### src/rtl/core/sharp_pkg.sv
// Shared types and constants for the 3x3 sharpening stencil.
// No dependencies; used by sharp_cell, sharp_line_mem and the top level.
package sharp_pkg;

  localparam int SAMPLE_W         = 8;
  localparam int MAX_WIDTH_DEF    = 2048;
  localparam int MAX_CHANNELS_DEF = 4;

  localparam int WIDTH_W    = 12;
  localparam int HEIGHT_W   = 13;
  localparam int CH_W       = 3;
  localparam int CFG_W      = 13;
  localparam int CFG_IDX_W  = 2;

  localparam int WIDTH_MIN   = 3;
  localparam int WIDTH_LIMIT = 2048;
  localparam int HEIGHT_MIN  = 3;
  localparam int HEIGHT_MAX  = 4096;
  localparam int CH_MIN      = 1;

  localparam logic [WIDTH_W-1:0]  WIDTH_RST    = 12'd640;
  localparam logic [HEIGHT_W-1:0] HEIGHT_RST   = 13'd480;
  localparam logic [CH_W-1:0]     CHANNELS_RST = 3'd3;

  localparam int SHARP_GAIN = 5;

  localparam logic [CFG_IDX_W-1:0] REG_WIDTH    = 2'd0;
  localparam logic [CFG_IDX_W-1:0] REG_HEIGHT   = 2'd1;
  localparam logic [CFG_IDX_W-1:0] REG_CHANNELS = 2'd2;

  typedef enum logic [1:0] {
    ST_SIZE,
    ST_TOTAL,
    ST_DIV,
    ST_RUN
  } state_t;

  typedef struct packed {
    logic [SAMPLE_W-1:0] up;
    logic [SAMPLE_W-1:0] mid;
    logic [SAMPLE_W-1:0] low;
  } col_t;

endpackage

### src/rtl/core/sharp_cell.sv
// One window column cell: upper, middle and lower samples of one position.
// Depends on sharp_pkg (col_t).
module sharp_cell (
  input  logic              clk,
  input  logic              rst_n,
  input  logic              en,
  input  sharp_pkg::col_t   d,
  output sharp_pkg::col_t   q
);

  sharp_pkg::col_t col_r;

  always_ff @(posedge clk) begin
    if (!rst_n) begin
      col_r <= '0;
    end else if (en) begin
      col_r <= d;
    end
  end

  assign q = col_r;

endmodule

### config.mk
export PLATFORM = sky130hd
export DESIGN_NAME = sharp_cell
export DESIGN_NICKNAME = d
export VERILOG_FILES = /design/src/rtl/core/sharp_pkg.sv /design/src/rtl/core/sharp_cell.sv
export SDC_FILE = /design/constraint.sdc
export NUM_CORES = 1
export LEC_CHECK = 0
export BUFFER_PORTS_ARGS = -buffer_cell sky130_fd_sc_hd__clkbuf_2
export CAP_MARGIN = 0
export CORE_ASPECT_RATIO = 1.75
export CORE_MARGIN = 1
export CORE_UTILIZATION = 33
export DETAILED_ROUTE_END_ITERATION = 8
export PLACE_DENSITY = 0.62
export SYNTH_ARGS = -nofsm -noshare
export SYNTH_HDL_FRONTEND = slang
export SYNTH_SLANG_ARGS = --single-unit
### constraint.sdc
create_clock -name clk -period 1.4 [get_ports clk]
set_clock_uncertainty 0.05 [all_clocks]
set_input_delay 0.42 -clock clk [delete_from_list [all_inputs] [get_ports clk]]
set_output_delay 0.42 -clock clk [all_outputs]
set_load 0.02 [all_outputs]
## Word level (Yosys, flattened, before mapping)

Cells that the tools add are included.

- Register bits: 24
- Input port bits: 27
- Output and inout port bits: 24
- Word-level logic and storage cells: 3

## Logic depth before layout (Yosys ltp)

- Depth in word-level cells: 0
- Depth in mapped cells: 4
- Gate-level depth less buffers: 2

## Least setup slack after synthesis

Ideal clock, no wire load.

- Path kind: input to register
- From: in en
- To: reg col_r (netlist bit q[0])
- Setup time: 116 ps
- Arrival: 892 ps
- Data required time: 1,234 ps
- Path slack: 342 ps
- Cell stages on the path: 4
- Path buffers: 2
- Cell sequence: buf_6 buf_12 mux2i_1 nor2b_1

RTL lines:

| what | line | RTL |
|---|---|---|
| start, declared | sharp_cell.sv:6 | `input logic en,` |
| end signal, assigned | sharp_cell.sv:15 | `col_r <= '0;` |
| end signal, assigned | sharp_cell.sv:17 | `col_r <= d;` |
| end, declared | sharp_cell.sv:11 | `sharp_pkg::col_t col_r;` |

## Worst setup path after layout

- From: reg col_r (netlist bit q[15])
- To: out q[15] (netlist name)

RTL lines:

| what | line | RTL |
|---|---|---|
| end, declared | sharp_cell.sv:8 | `output sharp_pkg::col_t q` |

No word-level cell between the ends.

==> impl_metrics.tcl <==
set metrics [dict create \
    status "finished clean" \
    numCtsBuffers 3 \
    n_antenna_cell 0 \
    cts_resized 0 \
    syn_area_um2 930 \
    fin_nets 155 \
    post_cts_buffers 0 \
    grt.total_usage_pct 11.4 \
    grt_max_degree 25 \
    die_w_um 42.1 \
    path_clk_slew_ns 0.08 \
    cts_hold_buf 0 \
    cap_violations 0 \
    end_kind "output port" \
    synthTopCellsByCount "dfxtp_1 (24), mux2i_1 (24), nor2b_1 (24)" \
    cts_sinks 24 \
    arrival_ns 0.78 \
    final_cell_area_um2 1230 \
    fmax_ghz 0.801 \
    grt_pass1_wl_um 2740 \
    ys_seq_area_share_pct 51.7 \
    wl_met2_um 831 \
    drtAntennaViolNets 0 \
    multi_input_area_um2 390 \
    fin_crit_sh_pct 89.2 \
    placed_area_um2 1170 \
    peakVddDrop_v 0.000544 \
    cpPeakStageDelay_ns 0.35 \
    gp_congestion 0.639 \
    grt_pass1_vias 683 \
    synth_edf_count 0 \
    wire_per_inst_um 10.3 \
    fp.dieH_um 72.2 \
    cts_root_buf "clkbuf_8" \
    wl_met3_um 106 \
    synth_area_leader_cell "dfxtp_1" \
    timing.slew.headroom_pct 77.4 \
    synthArstFlopShare_pct 0 \
    num-fill-cells 284 \
    clockBufferDepth 2 \
    period_needed_ns 1.25 \
    worstMarginPinSlew_ns 0.339 \
    viasPerCell 4.42 \
    register_area_um2 480 \
    ios 51 \
    r2r_slack_ns 0.74 \
    highest_layer "met4" \
    area_growth_pct 32.3 \
    drt-met1-wl_um 628 \
    avgSynthCellArea_um2 12.1 \
    synth_flop_cell "dfxtp_1" \
    cp-start-kind "register" \
    cp_slowest_cell "dfxtp_1" \
    first_pass_iters 4 \
    syn_nets 104 \
    cp.buffers_inverters 1 \
    row_count 25 \
    cts_tree "done" \
    vias 681 \
    synth-seq-cells 24 \
    start_util_pct 34.6 \
    drive_gt1_share_pct 43.3 \
    route.detailed.drc 0 \
    synth_area_leaders "dfxtp_1 (52%), mux2i_1 (26%), nor2b_1 (16%)" \
    netlist_instances 77 \
    drtIter0Drc 11 \
    required_ns 0.93 \
    antenna_found_initial 0 \
    dieArea_um2 3040 \
    clk_latency_ns 0.26 \
    cp_max_fo 2 \
    gr-total-overflow 0 \
    path_cells "clkbuf_2" \
    h-tree-depth 1 \
    yosysWarnings 0 \
    crit_type "register to output port" \
    final.setup.tns_ns 0 \
    synth.distinct_cells 6 \
    grt_setup_unrepaired "false" \
    core_area_um2 2690 \
    finalHoldViolCount 0 \
    p_leak_nw 0.635 \
    holdCritPathClass "input port to register" \
    largest_reg_flops 24 \
    drv_slew 0 \
    setup_violations 0 \
    power_density_nw_per_um2 1150 \
    yosysTopAreaCellShare_pct 51.7 \
    drt-total-wl_um 1590 \
    port_buffers 50 \
    crit_family "flip-flops" \
]
logic make-up (layout without fill, tap and decap cells):
family                 after synthesis  count (layout)  synth area share [%]
muxes                               24              24                  25.8
DFF                                 24              24                  51.7
and+or+nand+nor                     24              24                  16.2
buffers and inverters                5              55                  6.33
where the power goes:
part / internal (mW) / leakage (nW) / switching (mW)
combinational: 0.107 / 0.408 / 0.118
clock: 0.250 / 0.0288 / 0.202
sequential: 0.723 / 0.198 / 0.0193
total: 1.08 / 0.635 / 0.339
per-layer routing:
metal	global-route usage (%)	vias to the layer above
met5	0	-
met4	6.25	0
met3	2.24	2
met2	20.1	29
met1	12.7	299
li1	-	351
cell type report:
cell class / instances / share of cell area, %
Timing Repair Buffer: 51 / 22.0
Clock buffer: 4 / 4.48
Multi-Input combinational cell: 48 / 31.7
Tap cell: 27 / 2.75
Sequential cell: 24 / 39.1
layout by cell type (no fill, tap or decap), drive strengths merged:
master  netlist  routed
buf           3       1
clkbuf        2      54
dfxtp        24      24
mux2i        24      24
nor2b        24      24
worst paths after layout:
path               from  endpoint  cells after the start
hold / removal    d[17]     q[17]                      3
setup / recovery  q[15]     q[15]                      1
setup reg to reg  q[15]     q[15]                      2
hold reg to reg    q[2]      q[2]                      2
per-stage QoR:
stage | hold WS [ns] | power [mW] | utilization (%) | setup WS, ns | cells
5_1_grt | 0.370 | 1.50 | 45.7 | 0.103 | 154
6_report | 0.363 | 1.42 | 45.7 | 0.152 | 154
4_1_cts | 0.357 | 1.45 | 45.7 | 0.136 | 154
3_5_place_dp | 0.450 | 0.988 | 43.7 | 0.214 | 150
3_3_place_gp | 0.444 | 0.984 | 43.7 | 0.231 | 150
2_1_floorplan | 0.498 | 0.909 | - | 0.342 | 77
No activity file was read; power rests on OpenSTA's default activity.
