===== src/rtl/core/sharp_div.sv =====
// Restoring divider, one quotient bit per cycle; splits a sample position
// into row and column. Depends on nothing beyond its parameters.
module sharp_div #(
  parameter int DW = 26,
  parameter int VW = 14
) (
  input  logic          clk,
  input  logic          rst_n,
  input  logic          start,
  input  logic [DW-1:0] dividend,
  input  logic [VW-1:0] divisor,
  output logic          done,
  output logic [DW-1:0] quot,
  output logic [VW-1:0] rem
);

  localparam int CNTW = $clog2(DW + 1);

  logic [DW-1:0]   quo_r;
  logic [VW-1:0]   rem_r;
  logic [VW-1:0]   dvs_r;
  logic [CNTW-1:0] cnt_r;
  logic            busy_r;
  logic            done_r;
  logic [VW:0]     shifted;
  logic [VW:0]     diff;
  logic            fits;

  assign shifted = {rem_r, quo_r[DW-1]};
  assign fits    = shifted >= {1'b0, dvs_r};
  assign diff    = shifted - {1'b0, dvs_r};

  always_ff @(posedge clk) begin
    if (!rst_n) begin
      busy_r <= 1'b0;
      done_r <= 1'b0;
      cnt_r  <= '0;
    end else if (start) begin
      busy_r <= 1'b1;
      done_r <= 1'b0;
      cnt_r  <= '0;
    end else if (busy_r) begin
      cnt_r <= cnt_r + CNTW'(1);
      if (cnt_r == CNTW'(DW - 1)) begin
        busy_r <= 1'b0;
        done_r <= 1'b1;
      end
    end else begin
      done_r <= 1'b0;
    end
  end

  always_ff @(posedge clk) begin
    if (start) begin
      quo_r <= dividend;
      rem_r <= '0;
      dvs_r <= divisor;
    end else if (busy_r) begin
      rem_r <= fits ? diff[VW-1:0] : shifted[VW-1:0];
      quo_r <= {quo_r[DW-2:0], fits};
    end
  end

  assign done = done_r;
  assign quot = quo_r;
  assign rem  = rem_r;

endmodule


===== config.mk =====
export PLATFORM = sky130hd
export DESIGN_NAME = sharp_div
export DESIGN_NICKNAME = d
export VERILOG_FILES = /design/src/rtl/core/sharp_div.sv
export SDC_FILE = /design/constraint.sdc
export NUM_CORES = 1
export LEC_CHECK = 0
export BUFFER_PORTS_ARGS = -buffer_cell sky130_fd_sc_hd__buf_2
export CORE_MARGIN = 2
export CORE_UTILIZATION = 30
export CTS_BUF_LIST = sky130_fd_sc_hd__clkbuf_8
export DETAILED_ROUTE_END_ITERATION = 8
export GPL_TIMING_DRIVEN = 1
export HOLD_SLACK_MARGIN = 0.1
export REMOVE_ABC_BUFFERS = 1
export SETUP_SLACK_MARGIN = 0.5
export SYNTH_ARGS = -nofsm -noshare
export SYNTH_HDL_FRONTEND = slang
export SYNTH_SLANG_ARGS = --single-unit
export TNS_END_PERCENT = 100

===== constraint.sdc =====
create_clock -name clk -period 4.2 [get_ports clk]
set_input_delay 0.21 -clock clk [delete_from_list [all_inputs] [get_ports clk]]
set_output_delay 0.21 -clock clk [all_outputs]
set_load 0.01 [all_outputs]

# [After elaboration in Yosys (flattened, before gate mapping)]
# Cells that the tools add are included.
[classes] addsub=2 n_lt_le_gt_ge=1 eq_ne=1 mux=6 bitwise_logic=2 reduce_logical=3
[op_table] operator="two-way mux 26 bit" n=2
[op_table] operator=">= comparator 15 x 14 -> 1 bit" n=1
[op_table] operator="two-way mux 14 bit" n=1
[op_table] operator="subtractor 14 bit" n=1
[op_table] operator="adder 5 x 1 -> 5 bit, second input constant" n=1
[op_table] operator="== test 5 bit, second input constant" n=1
[op_table] operator="two-way mux 1 bit" n=3
[op_table] operator="OR reduction 3 bit" n=1
[op_table] operator="NOT 1 bit" n=2
[op_table] operator="nonzero test 2 bit" n=1
[op_table] operator="OR reduction 2 bit" n=1
[totals] regBits=61 inputBits=43 output_inout_bits=41 word_cells=21

# [Depth between registers and ports, before layout]
[logic_depth] ltp_word=4 ltp_mapped=11 ltp_nobuf=11

# [Least setup slack after synthesis]
# Ideal clock, no wire load.
[synth_path] path_type="flip-flop to flip-flop" start="register quo_r[25], in the netlist quot[25]" end="register rem_r[12], in the netlist rem[12]" arrival_ps=2463 path_slack_ps=1615 stages_incl_launch_ff=12 n_path_buf=0 path_cell_list="edfxtp_1 inv_1 ha_1 inv_1 fa_1 a21o_1 a221oi_2 o22ai_2 a311o_1 a21oi_2 xor2_1 o21ai_1"
[synth_between] elab_chain_len=2 elab_cells_between_ends=3
[synth_rtl] element="start: declaration" line_no="19" text="logic [DW-1:0] quo_r;"
[synth_rtl] element="start signal: assignment" line_no="55" text="quo_r <= dividend;"
[synth_rtl] element="start signal: assignment" line_no="60" text="quo_r <= {quo_r[DW-2:0], fits};"
[synth_rtl] element="subtractor 14 bit or >= comparator 15 x 14 -> 1 bit (tied branches)" line_no="31, 30"
[synth_rtl] element="two-way mux 14 bit (*)" line_no="59" text="rem_r <= fits ? diff[VW-1:0] : shifted[VW-1:0];"
[synth_rtl] element="end signal: assignment" line_no="59"
[synth_rtl] element="end: declaration" line_no="20" text="logic [VW-1:0] rem_r;"
# Every way passes the cells marked *; elsewhere a longest branch is shown, timed or not.
# A chain may end at the register's enable or synchronous reset.

# [Final worst setup path]
[layout_path] start="register rem_r[9], in the netlist rem[9]" end="register rem_r[8], in the netlist rem[8]"
[layout_between] elab_chain_len=2
[layout_rtl] element=">= comparator 15 x 14 -> 1 bit" line_no="30" text="assign fits = shifted >= {1'b0, dvs_r};"
[layout_rtl] element="two-way mux 14 bit" line_no="59"
# No other way between the ends.

==> results.txt <==
The worst min-delay path class is input pin to register. The average instance in the mapped netlist occupies 11.3 um2. 84 I/O pins were placed. The number of flip-flops and latches in the synthesized netlist is ~60. The initial standard-cell utilization of the core came out at 0.307.

The pin count of the biggest net entering global routing is 56. The final number of max-transition violations is 0. The time the worst path needs with I/O delays and setup is 2.79 ns. At the pin with the least slew margin, the transition time is 1.01 ns. The HPWL reported at the end of detailed placement is 5180 um. The summed instance area of the synthesized netlist came out at 0.00315 mm2. In this run the worst path has a maximum fanout of 11.

In this run, placement finished with an instance count of 492. The routed length per instance is 14.0 um. The setup TNS is 0 ns. The die boundary height came out at 106 um. Buffers placed on the I/O ports in this run total 83. The number of vias after detailed routing came out at roughly 2500.

The quantity of hold-fixing buffers added after cts is 14. The clock transition at the register clock pins on the worst setup and hold paths after CTS is 0.07 ns. STA puts the critical path data required time at between 4 and 5 ns.

The count of non-filler cells in the finished layout came out at 522. Clock tree synthesis inserted a total of 9 buffers. The hold slack is 0.142 ns. The antenna cell count came out at 0. The number of endpoints failing setup at the final stage is 0.

The flow ran to the end, and the final reports show no timing, DRC or antenna violations. The smallest setup slack after layout came out at 1.41 ns. The clock sink count is 61.

The detailed-routing iteration count for the pre-antenna-repair pass is 4. The setup slack of the worst register-to-register path came out at 1.41 ns. The final hold violation count is 0. STA classifies the critical path endpoint as a register. The critical path data arrival time is 3.05 ns. In this run the deepest clock path goes through 2 buffers.

The total setup buffers inserted after CTS came out at 0. The count of nets after finishing came out at 442. The detailed-route DRC error count is 0. The commonest cells after synthesis are edfxtp_1, mux2_2, nor2_1.

STA classifies the critical path startpoint as a register. The total core area came out at 0.0103 mm2. The final clock period utilization by the worst path came out at 0.665.

TritonCTS built the clock tree. The fraction of layout cells with a size suffix above 1 is 0.342. Summed over all layers, the global routing overflow is 0.

Of all cell types, the one taking the most synthesized area is edfxtp_1. The cell depth of the worst flop-to-flop path came out at 9. The number of cells upsized or downsized after cts is 0. The static leakage came out at ~0.0018 uW. By area the synthesized netlist is led by edfxtp_1, dfxtp_1, mux2_2. The most used flip-flop cell after synthesis is edfxtp_1. The deepest level of the CTS H-tree is 3.

The mean number of vias per cell is ~4.8. CTS placed an instance of clkbuf_8 at the clock tree root. The async set-reset flop share out of synthesis is 0.

The number of global-route vias before repair is 2493. The worst slack after detailed placement came out at 1.48 ns. The area share of the largest cell type after synthesis came out at 0.381.

The remaining number of nets flagged by the antenna check after routing is 0. Of the synthesized area, sequential elements account for 0.515. The worst supply voltage drop on vdd came out at about 0.17 mV.

Setup repair after global routing left no endpoint under its margin. The total track usage came out at 0.136. The number of standard cells after synthesis is 280. The upper clock frequency limit came out at between 0.3 and 0.4 GHz. The count of different cell masters after synthesis came out at 48. Power spread over the standard cell area amounts to 387 mW/mm2. The initial antenna violation count is 0. Counting instances, the worst hold path has a depth of 2. After the first detailed-routing iteration, the DRC count stood at 138.

The synthesized design contains 40 enable-type register cells. The total die area came out at ~0.011 mm2. The total number of yosys warnings came out at 0.

The max-capacitance violation count came out at 0. The clock insertion delay at the later pin of the skew report came out at about 0.34 ns. In the post-synthesis netlist, the cell with the most instances is edfxtp_1.

The first global-routing pass estimated about 12000 um of wire. The synthesis-to-layout area growth came out at 29.6%. The total wirelength of the detailed-routed design came out at 7320 um.

The worst relative slew slack is 0.329. The horizontal extent of the die came out at 106 um. The standard-cell row count came out at 37.

The critical path in this run is classified as register to register. The weighted congestion reported at the end of routability-driven placement came out at 0.825. The setup clock skew after layout came out at 0.00757 ns.
layer usage:
| layer | track usage | vias up | wire length, um |
|---|---|---|---|
| li1 | - | 1224 | - |
| met4 | 0.0529 | 0 | 122 |
| met2 | 0.215 | 90 | 3180 |
| met5 | 0 | - | 0 |
| met1 | 0.171 | 1159 | 3410 |
| met3 | 0.0490 | 9 | 607 |
cells by family after synthesis:
kind of cell	after synthesis	synth area share
buf+inv	31	0.0377
flops	61	0.515
fa+ha+maj	18	0.0739
mux	31	0.108
simple gates	67	0.100
compound gates	60	0.131
xor+xnor	12	0.0334
registers in the layout, summed over array words and instances (netlist names):
signal,cells
busy_r,1
cnt_r,5
quot,26
dvs_r,14
rem,14
done,1
critical path: stages, from the launching register on:
cell,delay (ns)
dfxtp_1,0.34
ha_1,0.41
a21oi_1,0.29
o22ai_1,0.15
or2_1,0.26
o21ai_1,0.57
buf_4,0.30
nand2_1,0.08
o31a_2,0.11
a211oi_1,0.21
area by class of cell:
class                           instances  area [um2]
Timing Repair Buffer                  100         578
Multi-Input combinational cell        188        1410
Fill cell                            1060        6190
Inverter                               21        78.8
Clock inverter                          6        86.3
Clock buffer                           10         138
Tap cell                              136         170
Sequential cell                        61        1620
cells in the final DEF (no fill, tap or decap), types with 3 or more instances in the layout:
cell / instances
mux2_2: 25
mux2i_1: 6
a21o_1: 3
o21ai_0: 9
buf_4: 3
a21oi_1: 14
dfxtp_1: 21
a31oi_1: 3
nand2_1: 16
nand4_1: 3
a211oi_1: 10
nand2b_1: 6
edfxtp_1: 40
xnor2_1: 4
a22oi_1: 4
ha_1: 17
nor2b_1: 4
nor2_1: 25
buf_2: 83
xor2_1: 8
dlygate4sd3_1: 14
inv_1: 21
clkbuf_8: 10
stage by stage:
| stage | power, uW | area [um2] | utilization |
|---|---|---|---|
| global route | 1650 | 4080 | 0.397 |
| CTS | 1600 | 4080 | 0.397 |
| floorplan | 892 | 3110 | - |
| finish | 1580 | 4080 | 0.397 |
| detailed placement | 991 | 3720 | 0.362 |
| global placement | 988 | 3720 | 0.362 |
power breakdown:
| group | total (uW) | leakage, uW | internal (uW) | switching (uW) |
|---|---|---|---|---|
| sequential | 720 | 0.000570 | 694 | 26.2 |
| clock | 593 | 0.000112 | 349 | 244 |
| combinational | 267 | 0.00107 | 124 | 143 |
path summary, 6_finish.rpt:
kind,from,to
setup / recovery,rem[9]$_SDFFE_PP0P_,rem[8]$_SDFFE_PP0P_
hold / removal,rst_n,busy_r$_SDFF_PN0_
setup reg to reg,rem[9]$_SDFFE_PP0P_,rem[8]$_SDFFE_PP0P_
hold reg to reg,done$_SDFFE_PP0P_,done$_SDFFE_PP0P_
No activity file was read; power rests on OpenSTA's default activity.
